===== config.mk =====
export PLATFORM = sky130hd
export DESIGN_NAME = linear_step_distributor
export DESIGN_NICKNAME = d
export VERILOG_FILES = /design/src/rtl/core/lsd_pkg.sv /design/src/rtl/core/linear_step_distributor.sv
export SDC_FILE = /design/constraint.sdc
export NUM_CORES = 1
export LEC_CHECK = 0
export BUFFER_PORTS_ARGS = -buffer_cell sky130_fd_sc_hd__buf_2
export CAP_MARGIN = 5
export CORE_UTILIZATION = 52
export DETAILED_ROUTE_END_ITERATION = 12
export PLACE_DENSITY_LB_ADDON = 0.1
export SKIP_CTS_REPAIR_TIMING = 1
export SYNTH_ARGS = -nofsm -noshare
export SYNTH_HDL_FRONTEND = slang
export SYNTH_SLANG_ARGS = --single-unit
export TNS_END_PERCENT = 20

===== constraint.sdc =====
create_clock -name clk -period 11.1 [get_ports clk]
set_clock_uncertainty 0.1 [all_clocks]
set_input_delay 1.11 -clock clk [delete_from_list [all_inputs] [get_ports clk]]
set_output_delay 1.11 -clock clk [all_outputs]
set_load 0.005 [all_outputs]

===== src/rtl/core/lsd_pkg.sv =====
// ----------------------------------------------------------------------------
// lsd_pkg
// Shared widths and register codes of the linear step distributor.
// ----------------------------------------------------------------------------
package lsd_pkg;

	localparam int DIST_W         = 16;
	localparam int STEP_W         = 16;
	localparam int FRAME_W        = 16;
	localparam int COUNT_BITS_DEF = 16;

	localparam int S_DATA_W   = 8;
	localparam int M_DATA_W   = 32;
	localparam int APB_ADDR_W = 4;
	localparam int APB_DATA_W = 32;
	localparam int REG_IDX_W  = 2;

	localparam logic [REG_IDX_W-1:0] REG_DISTANCE_X = 2'd0;
	localparam logic [REG_IDX_W-1:0] REG_DISTANCE_Y = 2'd1;
	localparam logic [REG_IDX_W-1:0] REG_STEP_COUNT = 2'd2;

endpackage


===== src/rtl/core/linear_step_distributor.sv =====
// ----------------------------------------------------------------------------
// linear_step_distributor
// Spreads a configured x/y distance over a configured number of frames. Each
// tick transaction with tick set gives one result: the per-axis delta for the
// current frame, with m_tlast on the final frame, after which the frame
// counter wraps. An item passes from acceptance to a loaded result through
// the bit-serial restoring dividers (one per axis, run side by side), then,
// for a frame within the count, a walk down the pattern levels, a base step
// and a walk back up, and last the load of the output register. One item is
// in work at a time; the output register lets the next tick be taken while a
// result waits. A tick transaction with tick clear is taken and gives no
// result. Registers sit at byte addresses 0 (distance_x), 4 (distance_y) and
// 8 (step_count); a step count that is zero in its low COUNT_BITS bits acts
// as one.
// ----------------------------------------------------------------------------
module linear_step_distributor #(
	parameter int COUNT_BITS = lsd_pkg::COUNT_BITS_DEF
) (
	input  logic                            clk,
	input  logic                            arst_n,
	// stream in
	input  logic                            s_tvalid,
	output logic                            s_tready,
	input  logic [lsd_pkg::S_DATA_W-1:0]    s_tdata,  // [0] tick, rest zero
	// stream out
	output logic                            m_tvalid,
	input  logic                            m_tready,
	output logic [lsd_pkg::M_DATA_W-1:0]    m_tdata,  // [15:0] delta_x, [31:16] delta_y
	output logic                            m_tlast,
	// configuration
	input  logic                            psel,
	input  logic                            penable,
	input  logic                            pwrite,
	input  logic [lsd_pkg::APB_ADDR_W-1:0]  paddr,
	input  logic [lsd_pkg::APB_DATA_W-1:0]  pwdata,
	output logic [lsd_pkg::APB_DATA_W-1:0]  prdata,
	output logic                            pready
);

	localparam int DW = lsd_pkg::DIST_W;
	localparam int FW = lsd_pkg::FRAME_W;
	localparam int SW = (COUNT_BITS < lsd_pkg::STEP_W) ? COUNT_BITS : lsd_pkg::STEP_W;
	localparam int LW = $clog2(SW);
	localparam int CW = $clog2(DW);

	typedef enum logic [2:0] {
		ST_IDLE,
		ST_DIV,
		ST_DOWN,
		ST_BASE,
		ST_UP,
		ST_FIN
	} state_t;

	state_t state_q;

	logic [DW-1:0]                 distance_x_q;
	logic [DW-1:0]                 distance_y_q;
	logic [lsd_pkg::STEP_W-1:0]    step_count_q;
	logic [FW-1:0]                 frame_q;

	logic [CW-1:0]                 cnt_q;
	logic [LW-1:0]                 lvl_q;
	logic                          m_tvalid_q;
	logic [lsd_pkg::M_DATA_W-1:0]  m_tdata_q;
	logic                          m_tlast_q;

	// datapath
	logic [SW-1:0]  t_q;
	logic [SW-1:0]  f_q;
	logic           inr_q;
	logic           lastf_q;
	logic [DW-1:0]  qx_q, qy_q;
	logic [SW-1:0]  rx_q, ry_q;
	logic           negx_q, negy_q;
	logic           bx_q, by_q;
	logic [SW-1:0]  zx_q, zy_q;
	logic [SW-1:0]  tl_stk_q, xl_stk_q, yl_stk_q, mid_stk_q, hi_stk_q;

	logic [SW-1:0]  sc_c, steps_c;
	logic           last_c, inr_c;
	logic [DW-1:0]  mag_x_c, mag_y_c;
	logic [SW:0]    rsh_x_c, rsh_y_c;
	logic           ge_x_c, ge_y_c;
	logic [SW:0]    rdf_x_c, rdf_y_c;
	logic [SW-1:0]  rx_n_c, ry_n_c;
	logic [SW-1:0]  h_c, f_nx_c;
	logic           mid_c, hi_c;
	logic [SW:0]    up_x_c, up_y_c;
	logic [DW-1:0]  delta_x_c, delta_y_c;

	// one level of the pattern on the way up: {bit, zeros before f}
	function automatic logic [SW:0] lvl_step(
		input logic [SW-1:0] t_hi,
		input logic [SW-1:0] d_hi,
		input logic          t_odd,
		input logic          d_odd,
		input logic          at_mid,
		input logic          at_hi,
		input logic          b_lo,
		input logic [SW-1:0] z_lo
	);
		logic [SW-1:0] ztot;
		logic [SW-1:0] zc;
		logic [SW-1:0] z;
		logic          b;
		ztot = t_hi - d_hi;
		zc   = at_hi ? ztot + z_lo : z_lo;
		b    = b_lo;
		z    = zc;
		if (t_odd) begin
			if (at_mid) begin
				b = d_odd;
				z = ztot;
			end else if (at_hi) begin
				z = ztot + SW'(!d_odd) + z_lo;
			end
		end else if (d_odd) begin
			// first zero of the doubled half is set
			b = b_lo | (zc == '0);
			z = (zc == '0) ? zc : zc - SW'(1);
		end
		return {b, z};
	endfunction

	assign s_tready = (state_q == ST_IDLE);
	assign m_tvalid = m_tvalid_q;
	assign m_tdata  = m_tdata_q;
	assign m_tlast  = m_tlast_q;
	assign pready   = 1'b1;

	always_comb begin
		sc_c    = step_count_q[SW-1:0];
		steps_c = (sc_c == '0) ? SW'(1) : sc_c;
		last_c  = frame_q >= FW'(steps_c) - FW'(1);
		inr_c   = frame_q < FW'(steps_c);
		mag_x_c = distance_x_q[DW-1] ? -distance_x_q : distance_x_q;
		mag_y_c = distance_y_q[DW-1] ? -distance_y_q : distance_y_q;

		// restoring division, one quotient bit per cycle
		rsh_x_c = {rx_q, qx_q[DW-1]};
		rsh_y_c = {ry_q, qy_q[DW-1]};
		rdf_x_c = rsh_x_c - {1'b0, t_q};
		rdf_y_c = rsh_y_c - {1'b0, t_q};
		ge_x_c  = rsh_x_c >= {1'b0, t_q};
		ge_y_c  = rsh_y_c >= {1'b0, t_q};
		rx_n_c  = ge_x_c ? rdf_x_c[SW-1:0] : rsh_x_c[SW-1:0];
		ry_n_c  = ge_y_c ? rdf_y_c[SW-1:0] : rsh_y_c[SW-1:0];

		// descent: locate the frame in the left half, middle bit or right half
		h_c = t_q >> 1;
		if (t_q[0]) begin
			mid_c = (f_q == h_c);
			hi_c  = (f_q > h_c);
			if (hi_c) begin
				f_nx_c = f_q - h_c - SW'(1);
			end else if (mid_c) begin
				f_nx_c = '0;
			end else begin
				f_nx_c = f_q;
			end
		end else begin
			mid_c  = 1'b0;
			hi_c   = (f_q >= h_c);
			f_nx_c = hi_c ? f_q - h_c : f_q;
		end

		up_x_c = lvl_step(t_q, rx_q, tl_stk_q[0], xl_stk_q[0], mid_stk_q[0],
			hi_stk_q[0], bx_q, zx_q);
		up_y_c = lvl_step(t_q, ry_q, tl_stk_q[0], yl_stk_q[0], mid_stk_q[0],
			hi_stk_q[0], by_q, zy_q);

		// -(q + b) is ~q + !b
		delta_x_c = negx_q ? ~qx_q + DW'(!bx_q) : qx_q + DW'(bx_q);
		delta_y_c = negy_q ? ~qy_q + DW'(!by_q) : qy_q + DW'(by_q);
	end

	always_ff @(posedge clk or negedge arst_n) begin
		if (!arst_n) begin
			distance_x_q <= '0;
			distance_y_q <= '0;
			step_count_q <= lsd_pkg::STEP_W'(1);
		end else if (psel && penable && pwrite) begin
			unique case (paddr[3:2])
				lsd_pkg::REG_DISTANCE_X: distance_x_q <= pwdata[DW-1:0];
				lsd_pkg::REG_DISTANCE_Y: distance_y_q <= pwdata[DW-1:0];
				lsd_pkg::REG_STEP_COUNT: step_count_q <= pwdata[lsd_pkg::STEP_W-1:0];
				default: ;
			endcase
		end
	end

	always_comb begin
		unique case (paddr[3:2])
			lsd_pkg::REG_DISTANCE_X: prdata = lsd_pkg::APB_DATA_W'(distance_x_q);
			lsd_pkg::REG_DISTANCE_Y: prdata = lsd_pkg::APB_DATA_W'(distance_y_q);
			lsd_pkg::REG_STEP_COUNT: prdata = lsd_pkg::APB_DATA_W'(step_count_q);
			default:                 prdata = '0;
		endcase
	end

	always_ff @(posedge clk or negedge arst_n) begin
		if (!arst_n) begin
			state_q    <= ST_IDLE;
			frame_q    <= '0;
			cnt_q      <= '0;
			lvl_q      <= '0;
			m_tvalid_q <= 1'b0;
			m_tdata_q  <= '0;
			m_tlast_q  <= 1'b0;
		end else begin
			// in ST_FIN the output register is reloaded instead
			if (m_tvalid_q && m_tready && state_q != ST_FIN) begin
				m_tvalid_q <= 1'b0;
			end
			unique case (state_q)
				ST_IDLE: begin
					if (s_tvalid && s_tdata[0]) begin
						frame_q <= last_c ? '0 : frame_q + FW'(1);
						cnt_q   <= '0;
						lvl_q   <= '0;
						state_q <= ST_DIV;
					end
				end
				ST_DIV: begin
					cnt_q <= cnt_q + CW'(1);
					if (cnt_q == CW'(DW - 1)) begin
						if (!inr_q) begin
							state_q <= ST_FIN;
						end else if (t_q == SW'(1)) begin
							state_q <= ST_BASE;
						end else begin
							state_q <= ST_DOWN;
						end
					end
				end
				ST_DOWN: begin
					lvl_q <= lvl_q + LW'(1);
					if (h_c == SW'(1)) begin
						state_q <= ST_BASE;
					end
				end
				ST_BASE: begin
					state_q <= (lvl_q == '0) ? ST_FIN : ST_UP;
				end
				ST_UP: begin
					lvl_q <= lvl_q - LW'(1);
					if (lvl_q == LW'(1)) begin
						state_q <= ST_FIN;
					end
				end
				ST_FIN: begin
					if (!m_tvalid_q || m_tready) begin
						m_tvalid_q <= 1'b1;
						m_tdata_q  <= {delta_y_c, delta_x_c};
						m_tlast_q  <= lastf_q;
						state_q    <= ST_IDLE;
					end
				end
				default: state_q <= ST_IDLE;
			endcase
		end
	end

	always_ff @(posedge clk) begin
		unique case (state_q)
			ST_IDLE: begin
				t_q     <= steps_c;
				f_q     <= frame_q[SW-1:0];
				inr_q   <= inr_c;
				lastf_q <= last_c;
				qx_q    <= mag_x_c;
				qy_q    <= mag_y_c;
				rx_q    <= '0;
				ry_q    <= '0;
				negx_q  <= distance_x_q[DW-1];
				negy_q  <= distance_y_q[DW-1];
				bx_q    <= 1'b0;
				by_q    <= 1'b0;
			end
			ST_DIV: begin
				qx_q <= {qx_q[DW-2:0], ge_x_c};
				qy_q <= {qy_q[DW-2:0], ge_y_c};
				rx_q <= rx_n_c;
				ry_q <= ry_n_c;
			end
			ST_DOWN: begin
				// push the bits dropped by halving, restored on the way up
				tl_stk_q  <= {tl_stk_q[SW-2:0], t_q[0]};
				xl_stk_q  <= {xl_stk_q[SW-2:0], rx_q[0]};
				yl_stk_q  <= {yl_stk_q[SW-2:0], ry_q[0]};
				mid_stk_q <= {mid_stk_q[SW-2:0], mid_c};
				hi_stk_q  <= {hi_stk_q[SW-2:0], hi_c};
				t_q       <= h_c;
				rx_q      <= rx_q >> 1;
				ry_q      <= ry_q >> 1;
				f_q       <= f_nx_c;
			end
			ST_BASE: begin
				bx_q <= rx_q[0];
				by_q <= ry_q[0];
				zx_q <= '0;
				zy_q <= '0;
			end
			ST_UP: begin
				{bx_q, zx_q} <= up_x_c;
				{by_q, zy_q} <= up_y_c;
				t_q          <= {t_q[SW-2:0], tl_stk_q[0]};
				rx_q         <= {rx_q[SW-2:0], xl_stk_q[0]};
				ry_q         <= {ry_q[SW-2:0], yl_stk_q[0]};
				tl_stk_q     <= tl_stk_q >> 1;
				xl_stk_q     <= xl_stk_q >> 1;
				yl_stk_q     <= yl_stk_q >> 1;
				mid_stk_q    <= mid_stk_q >> 1;
				hi_stk_q     <= hi_stk_q >> 1;
			end
			default: ;
		endcase
	end

`ifndef NO_ASSERTIONS
	a_down_frame_in_level: assert property (@(posedge clk) disable iff (!arst_n)
		(state_q == ST_DOWN) |-> (f_q < t_q))
		else $error("frame position outside its pattern level");

	a_up_rem_fits_level: assert property (@(posedge clk) disable iff (!arst_n)
		(state_q == ST_UP) |-> (rx_q <= t_q && ry_q <= t_q))
		else $error("remainder level exceeds step level");

	a_up_level_nonzero: assert property (@(posedge clk) disable iff (!arst_n)
		(state_q == ST_UP) |-> (lvl_q != '0))
		else $error("ascent with empty level stack");
`endif

endmodule


# Word level (Yosys, flattened, before mapping)
# Cells that the tools add are included.
# Widths: inputs -> output; s select.
# word_totals
register_bits	323
input_bits	51
out_inout_bits	68
# op_classes
addsub	25
n_lt_le_gt_ge	6
eq_ne	23
muxes	63
n_bitwise	4
n_reduce_logical	35
# ops
operator	count
$mux 16	24
$pmux 16 s2	10
$pmux 16 s4	2
$add 16x1->16	6
$pmux 16 s3	2
$add 16x16->16	4
$sub 16x1->16 const B	4
$sub 16x16->16	4
$logic_not 16->1	3
$ge 17x16->1	2
$neg 16->16	2
$not 16->16	2
$mux 3	6
$pmux 3 s6	1
$add 16x1->16 const B	1
$eq 16x1->1 const B	1
$eq 16x15->1	1
$ge 16x15->1	1
$ge 16x16->1	1
$gt 16x15->1	1
$lt 16x16->1	1
$sub 16x15->16	1
$eq 15x1->1 const B	1
$ne 3x3->1 const B	5
30 further kinds	70

# Logic depth before layout (Yosys ltp)
# Gate-level depths: netlist of the first run.
# depth
word_depth	8
depth_mapped	28
mapped_depth_nobuf	25

# Worst setup path before layout of the first run
# OpenSTA, ideal clock, no wires.
# synth_path
kind	reg-to-reg
startpoint	reg t_q[0]
endpoint	reg zx_q[9], data pin
arrival_time_ns	5.333
t_required_ns	10.734
slack_ns	5.401
path_stages_with_launch	29
path_buffers	4
path_cell_list	edfxtp_1 -> clkbuf_1 -> inv_1 -> ha_1 -> inv_1 -> fa_1 -> a21o_1 -> a21oi_1 -> nor2b_1 -> nor4_1 -> o31ai_1 -> a21o_1 -> a21oi_1 -> xnor2_1 -> ha_1 -> clkbuf_1 -> a21oi_1 -> nand2b_1 -> a21oi_1 -> o221ai_1 -> xor2_1 -> a21o_1 -> or4_1 -> nor4bb_1 -> buf_2 -> buf_6 -> nor3_1 -> xnor2_1 -> o2bb2ai_1
# synth_between
elab_chain_len	8
elab_cells_between_ends	13
cone_classes	5 x add/sub; 7 x mux; 1 x reduce/logical
# synth_rtl
element	line_no	rtl
start, declared	linear_step_distributor.sv:69	logic [SW-1:0] t_q;
start signal, assigned	linear_step_distributor.sv:268	t_q <= steps_c;
start signal, assigned	linear_step_distributor.sv:308	t_q <= {t_q[SW-2:0], tl_stk_q[0]};
$sub 16x16->16 *	linear_step_distributor.sv:107	ztot = t_hi - d_hi;
$add 16x16->16	linear_step_distributor.sv:108	zc = at_hi ? ztot + z_lo : z_lo;
$mux 16	linear_step_distributor.sv:108	
$sub 16x1->16 or $logic_not 16->1 (tied branches)	linear_step_distributor.sv:121	z = (zc == '0) ? zc : zc - SW'(1);
$mux 16	linear_step_distributor.sv:121	
$mux 16	linear_step_distributor.sv:118	end else if (d_odd) begin
$mux 16 *	linear_step_distributor.sv:111	if (t_odd) begin
$pmux 16 s2 *	linear_step_distributor.sv:266	unique case (state_q)
end signal, assigned	linear_step_distributor.sv:306	{bx_q, zx_q} <= up_x_c;
end, declared	linear_step_distributor.sv:77	logic [SW-1:0] zx_q, zy_q;
# Every way passes the cells marked *; elsewhere a longest branch is shown, timed or not.
# A chain may end at the register's enable or synchronous reset.

# Worst setup path in the final report of the first run
# layout_path
startpoint	reg t_q[0]
endpoint	reg zy_q[1], data pin
# layout_between
elab_chain_len	8
elab_cells_between_ends	13
cone_classes	5 x add/sub; 7 x mux; 1 x reduce/logical
# layout_rtl
element	line_no	rtl
$sub 16x16->16 *	linear_step_distributor.sv:107	
$add 16x16->16	linear_step_distributor.sv:108	
$mux 16	linear_step_distributor.sv:108	
$sub 16x1->16 or $logic_not 16->1 (tied branches)	linear_step_distributor.sv:121	
$mux 16	linear_step_distributor.sv:121	
$mux 16	linear_step_distributor.sv:118	
$mux 16 *	linear_step_distributor.sv:111	
$pmux 16 s2 *	linear_step_distributor.sv:266	
end signal, assigned	linear_step_distributor.sv:307	{by_q, zy_q} <= up_y_c;
end, declared	linear_step_distributor.sv:77	
# Marks and branches as above.

==> qor.txt, run 1 <==
outcome - complete, no violations
layout net count - 3009
area share of the largest cell type after synthesis - 26.3%
Worst R2R Setup Slack - 3660 ps
ys flop type - edfxtp_1
synthesized instance count - 2780
vias in the first global route - 19132
Final setup viols - 0
CTS Buffer Depth - 3
crit path cell chain - inv_1 > ha_1 > inv_1 > fa_1 > a21o_1 > a21oi_1 > o21bai_1 > a21o_1 > a21oi_1 > o31ai_1 > xnor2_1 > ha_1 > a21oi_1 > o21a_1 > o21ai_0 > or3b_1 > a311o_1 > nor4b_1 > nand4_1 > a311oi_2 > nand2b_1 > mux2_2 > o22ai_1
Largest register FFs - 32
reg2reg path depth - 23
Post-synth EDFFs - 214
total number of vias - 20516
Detailed Place HPWL - 47700 microns
DIE AREA - 0.0479 sq mm
crit end category - register
Pre-Repair DR Iteration Count - 6
synth top area cells - edfxtp_1 (26%), dfrtp_1 (11%), ha_1 (8.4%)
num ports - 119
share of cells above drive strength 1 - 8.29%
delay-heaviest family, CP - compound AO/OA/AOI/OAI gates
critical path's slowest cell - a311oi_2
starting density of the core - 52.6%
DRT Wirelength - 65500 microns
Clock Root Buffer - clkbuf_16
Worst Path Required - 11370 ps
Avg Cell Area, Syn - 8.80 sq um
core footprint - 0.0465 sq mm
Tightest Pin Transition - 1110 ps
endpoints failing hold - 0
largest stage delay on the critical path - 860 ps
die width - 219 microns
# diodes - 0
Num CTS Buffers - 39
first-pass GRT wire length - 104000 microns
start of the worst register-to-register path - t_q[0]$_DFFE_PP_
hold path depth - 2
CP most frequent cell - a21oi_1
unrepaired setup endpoints after global routing - no
Worst Hold Class - register to register
RD Place Congestion - 0.941
clk sinks - 323
shortest period the worst path allows - 7440 ps
GRT Util Overall - 27.4%
CTS tree - built
worst hold path endpoint - m_tdata[2]$_DFFE_PN0P_
Worst setup SP type - register
Reg clk slew, reported paths - 60 ps
Syn-to-layout area delta - 8.27%
Synth cell types - 82
Max-slew headroom - 25.7%
Setup WS pre-CTS - 3780 ps
register bit count reported by yosys - 323
antenna-violating nets left - 0
Fmax - 0.134 GHz
row cnt - 79
DR WL/cell - 19.2 microns
vias per cell - 6.00
worst endpoint data arrival time - 7710 ps
max-slew violations - 0
Iteration-0 DRC Markers - 1913
final worst-path cycle share - 67.1%
Max H-tree Level - 2
area leader, netlist - edfxtp_1
sequential area share after synthesis - 37.4%
# DRC - 0
total congestion overflow after global routing - 0
Crit Reg-Reg Endpoint - zy_q[1]$_SDFFCE_PN0P_
largest net degree at the start of global routing - 86
Max FO, Critical Path - 13
setup TNS - 0 ps
Synth Warn # - 0
clk_lat worst skew - 570 ps
Setup CP Type - register to register
Final WS setup - 3660 ps
Async S/R FF share, synth - 33.7%
max-capacitance violation count - 0
hold_sp - m_tdata[2]$_DFFE_PN0P_
WP buf/inv - 2
Buffers on Ports - 76
die height - 219 microns
Cell Area, Synth - 0.0245 sq mm
fillers - 4202
initial antenna violation count - 0
cells in the mapped netlist (7+ instances only):
library cell,instances
a211oi_1,20
a21o_1,59
a21oi_1,169
a222oi_1,22
a22oi_1,20
a311oi_1,8
a31oi_1,25
and2_1,18
and3_1,19
and4_1,9
buf_1,14
buf_2,15
buf_4,17
clkbuf_1,106
dfrtp_1,108
edfxtp_1,214
fa_1,11
ha_1,165
inv_1,162
mux2_2,34
mux2i_1,40
nand2_1,453
nand2b_1,35
nand3_1,41
nand4_1,34
nor2_1,141
nor2b_1,41
nor3_1,51
nor4_1,20
o211ai_1,18
o21a_1,22
o21ai_0,220
o21bai_1,10
o221ai_1,7
o22ai_1,34
o31ai_1,23
o41ai_1,8
or2_2,17
or3_1,22
or4_1,14
xnor2_1,126
xor2_1,90
through the flow:
step / hold slack, ps / cell area (sq um) / util [%] / cells
after floorplan: 315 / 24500 / - / 2795
after global routing: 395 / 26500 / 57.0 / 3419
after global placement: 359 / 25200 / 54.3 / 3348
final: 373 / 26500 / 57.0 / 3419
after CTS: 378 / 26500 / 57.0 / 3419
after detailed placement: 366 / 25200 / 54.3 / 3348
cells by family after synthesis:
logic type	Yosys count	share of synthesized area, %
buf+inv	318	5.31
compound gates	737	19.2
fa+ha+maj	176	9.34
xor+xnor	216	7.74
flops	323	37.4
simple gates	933	17.7
other cells	2	0.0307
mux	75	3.26
metal layers:
layer,vias up,track usage [%],routed length (microns)
met5,-,0,0
met4,0,8.13,1680
met3,96,3.20,3340
met2,558,44.0,30400
met1,9861,38.6,30100
li1,10001,-,-
how the worst max path moves through the flow:
stage,start,end,cells past startpoint
after CTS,t_q[0]$_DFFE_PP_,zy_q[1]$_SDFFCE_PN0P_,23
after detailed placement,t_q[0]$_DFFE_PP_,zy_q[1]$_SDFFCE_PN0P_,23
after floorplan,t_q[0]$_DFFE_PP_,zx_q[9]$_SDFFCE_PN0P_,28
after global routing,t_q[0]$_DFFE_PP_,zy_q[1]$_SDFFCE_PN0P_,23
final,t_q[0]$_DFFE_PP_,zy_q[1]$_SDFFCE_PN0P_,23
after global placement,t_q[0]$_DFFE_PP_,zy_q[1]$_SDFFCE_PN0P_,23
cell usage in the layout (no fill, tap or decap), drive strengths merged, types with 51 or more instances in the layout:
cell type  Yosys  routed
a21o          59      59
a21oi        169     169
o21ai        225     225
xnor2        126     126
nor3          51      51
ha           165     165
dfrtp        108     108
edfxtp       214     214
nor2         141     141
inv          162     165
buf           49     101
clkbuf       106      63
xor2          90      90
nand2        453     453
area by class of cell:
| cell class | count | area, sq um | share of cell area [%] |
|---|---|---|---|
| timing repair buffer | 101 | 571 | 2.15 |
| clock buffer | 63 | 1200 | 4.53 |
| inverter | 163 | 612 | 2.31 |
| tap | 607 | 759 | 2.87 |
| clock inverter | 8 | 62.6 | 0.236 |
| sequential | 323 | 9160 | 34.6 |
| multi-input combinational | 2154 | 14100 | 53.3 |
tightest hold or removal path: stages (launching register included):
cell and delay (ps):
dfrtp_1 330, nand2_1 50, o21ai_0 60
Power of run 1 is left out: the tool's default activity adds up to more than one toggle a clock period on the data nets, which glitch-free logic cannot reach.
==> run 2, diff against run 1 <==
--- a/config.mk
+++ b/config.mk
@@ -5,6 +5,7 @@
 export SDC_FILE = /design/constraint.sdc
 export NUM_CORES = 1
 export LEC_CHECK = 0
+export ABC_AREA = 1
 export BUFFER_PORTS_ARGS = -buffer_cell sky130_fd_sc_hd__buf_2
 export CAP_MARGIN = 5
 export CORE_UTILIZATION = 52
==> constraint.sdc (replaced) <==
create_clock -name clk -period 6.6 [get_ports clk]
set_clock_uncertainty 0.1 [all_clocks]
set_input_delay 0.66 -clock clk [delete_from_list [all_inputs] [get_ports clk]]
set_output_delay 0.66 -clock clk [all_outputs]
set_load 0.005 [all_outputs]
==> run 2 against run 1 <==
Net effect:
- first-iteration DRC count rose by 6.3%
- critical path depth up 5
- cell count is 19% higher
- routed wire length rose by 13%
- utilization up 0.36 points
==> qor.txt, run 2 <==
Max H-tree Level - 2 (unchanged)
sequential area share after synthesis - 36.2% (-1.2 points)
GRT Util Overall - 30.1% (+2.8 points)
largest stage delay on the critical path - 400 ps (-460 ps)
Buffers on Ports - 76 (unchanged)
core footprint - 0.0478 sq mm (+3.0%)
Detailed Place HPWL - 55600 microns (+17%)
Pre-Repair DR Iteration Count - 7 (+1)
top-count cell post-synth - nand2_1
die width - 222 microns (+1.6%)
first-pass GRT wire length - 119000 microns (+14%)
Clock Root Buffer - clkbuf_16
RD Place Congestion - 0.920 (-2.2%)
ys flop type - edfxtp_1
Syn-to-layout area delta - 8.62%
Max FO, Critical Path - 20 (+7)
clk sinks - 323 (unchanged)
Worst Path Required - 6810 ps (-4560 ps)
vias in the first global route - 21827 (+14%)
total number of vias - 23084 (+13%)
DIE AREA - 0.0495 sq mm (+3.3%)
Setup CP Type - register to register
most common cell after layout, fill and taps aside - nand2_1
synthesized instance count - 3382 (+22%)
Cell Area, Synth - 0.0253 sq mm (+3.3%)
antenna-violating nets left - 0 (unchanged)
die height - 222 microns (+1.6%)
total congestion overflow after global routing - 0 (unchanged)
CTS Buffer Depth - 3 (unchanged)
crit end category - register
DR WL/cell - 18.3 microns (-4.4%)
Reg clk slew, reported paths - 60 ps (about the same)
largest net degree at the start of global routing - 96 (+12%)
fillers - 4522 (+7.6%)
Worst Hold Class - input port to register
worst endpoint data arrival time - 5750 ps (-1960 ps)
Iteration-0 DRC Markers - 2033 (+6.3%)
Synth cell types - 61 (-26%)
Post-synth EDFFs - 214 (unchanged)
setup TNS - 0 ps (unchanged)
most frequent cells in the layout - nand2_1 (937), inv_1 (389), o21ai_0 (249)
Synth Warn # - 0 (unchanged)
starting density of the core - 52.8% (+0.16 points)
Final WS setup - 1060 ps (-2600 ps)
DP Area - 0.0261 sq mm (+3.4%)
share of cells above drive strength 1 - 8.59% (+0.31 points)
register bit count reported by yosys - 323 (unchanged)
num ports - 119 (unchanged)
vias per cell - 5.69 (-5.2%)
CTS tree - built
Num CTS Buffers - 40 (+2.6%)
Largest register FFs - 32 (unchanged)
layout net count - 3642 (+21%)
area leader, netlist - edfxtp_1
DRT Wirelength - 74300 microns (+13%)
unrepaired setup endpoints after global routing - no
Avg Cell Area, Syn - 7.47 sq um (-15%)
initial antenna violation count - 0 (unchanged)
commonest cells in the netlist - nand2_1 (938), inv_1 (391), o21ai_0 (250)
Post-Place Cells - 3987 (+19%)
final worst-path cycle share - 84.0% (+17 points)
design area - 0.0274 sq mm (+3.6%)
synth top area cells - edfxtp_1 (25%), nand2_1 (14%), dfrtp_1 (11%)
Fmax - 0.180 GHz (+34%)
shortest period the worst path allows - 5540 ps (-1900 ps)
critical path's slowest cell - ha_1
Worst setup SP type - register
max-capacitance violation count - 0 (unchanged)
Tightest Pin Transition - 1200 ps (+82.7 ps)
outcome - complete, no violations
Final setup viols - 0 (unchanged)
endpoints failing hold - 0 (unchanged)
# DRC - 0 (unchanged)
# diodes - 0 (unchanged)
clk_lat worst skew - 570 ps (about the same)
Setup WS pre-CTS - 1200 ps (-2580 ps)
max-slew violations - 0 (unchanged)
row cnt - 80 (+1.3%)
Max-slew headroom - 19.9% (-5.8 points)
Async S/R FF share, synth - 33.7% (unchanged)
fin cells - 4060 (+19%)
area share of the largest cell type after synthesis - 25.4% (-0.84 points)
run 2: cell count changes in the layout (fill, tap and decap cells not counted), sizes merged, moves of 40 or more:
cell	previous run	this run
a21o	59	9
inv	165	421
mux2i	40	0
nand2	453	968
nand3	41	231
nor2	141	212
nor2b	41	0
o21ai	225	266
xnor2	126	35
run 2: metal layers:
metal | global-route usage (%) | part of all wire, % | up-vias
met5 | 0 | 0 | -
met4 | 8.70 | 2.7 | 0
met3 | 4.26 | 6.8 | 121
met2 | 47.1 | 44 | 723
met1 | 43.4 | 46 | 10832
li1 | - | - | 11408
run 2: path summary, 6_finish.rpt:
check                                       startpoint                       to  slack [ps]  cells after the start
max in group asynchronous                       arst_n  m_tdata[30]$_DFFE_PN0P_        4480                      3
worst min register to register  m_tdata[7]$_DFFE_PN0P_   m_tdata[7]$_DFFE_PN0P_         380                      2
worst min-delay path                         pwdata[0]      sc_c[0]$_DFFE_PN1P_         280                      3
min in group asynchronous                       arst_n     sc_c[12]$_DFFE_PN0P_         480                      2
worst max register to register        t_q[0]$_DFFE_PP_    zy_q[7]$_SDFFCE_PN0P_        1060                     28
worst max-delay path                  t_q[0]$_DFFE_PP_    zy_q[7]$_SDFFCE_PN0P_        1060                     28
run 2: critical path: cells and delay by family, from the launching register on:
kind / cells / cell delay (ps)
flops: 1 / 390
compound gates: 6 / 1480
simple gates: 12 / 1350
fa+ha+maj: 3 / 1010
xor+xnor: 1 / 300
buf+inv: 6 / 660
run 2: cells by family after synthesis:
| kind of cell | count (synthesis) | share of synthesized area [%] |
|---|---|---|
| AOI/OAI and AO/OA | 634 | 14.4 |
| xor gates and xnor gates | 142 | 4.92 |
| adders and majority gates | 176 | 9.04 |
| buffers and inverters | 547 | 8.61 |
| DFF | 323 | 36.2 |
| other | 2 | 0.0297 |
| and+or+nand+nor | 1558 | 26.8 |
run 2: metrics by stage:
| stage | hold slack, ps | utilization [%] |
|---|---|---|
| 3_3_place_gp | 358 | 54.5 |
| 3_5_place_dp | 364 | 54.5 |
| 5_1_grt | 282 | 57.4 |
| 4_1_cts | -70.6 | 57.3 |
| 6_report | 280 | 57.4 |
| 2_1_floorplan | 264 | - |
run 2: final cells by class:
class | count | area [sq um] | area share [%]
Inverter | 423 | 1590 | 5.80
Multi-Input combinational cell | 2527 | 14000 | 51.0
Tap cell | 615 | 769 | 2.80
Sequential cell | 323 | 9160 | 33.4
Clock inverter | 21 | 294 | 1.07
Clock buffer | 51 | 1060 | 3.87
Timing Repair Buffer | 100 | 566 | 2.06
Power of run 2 is left out for the same reason.
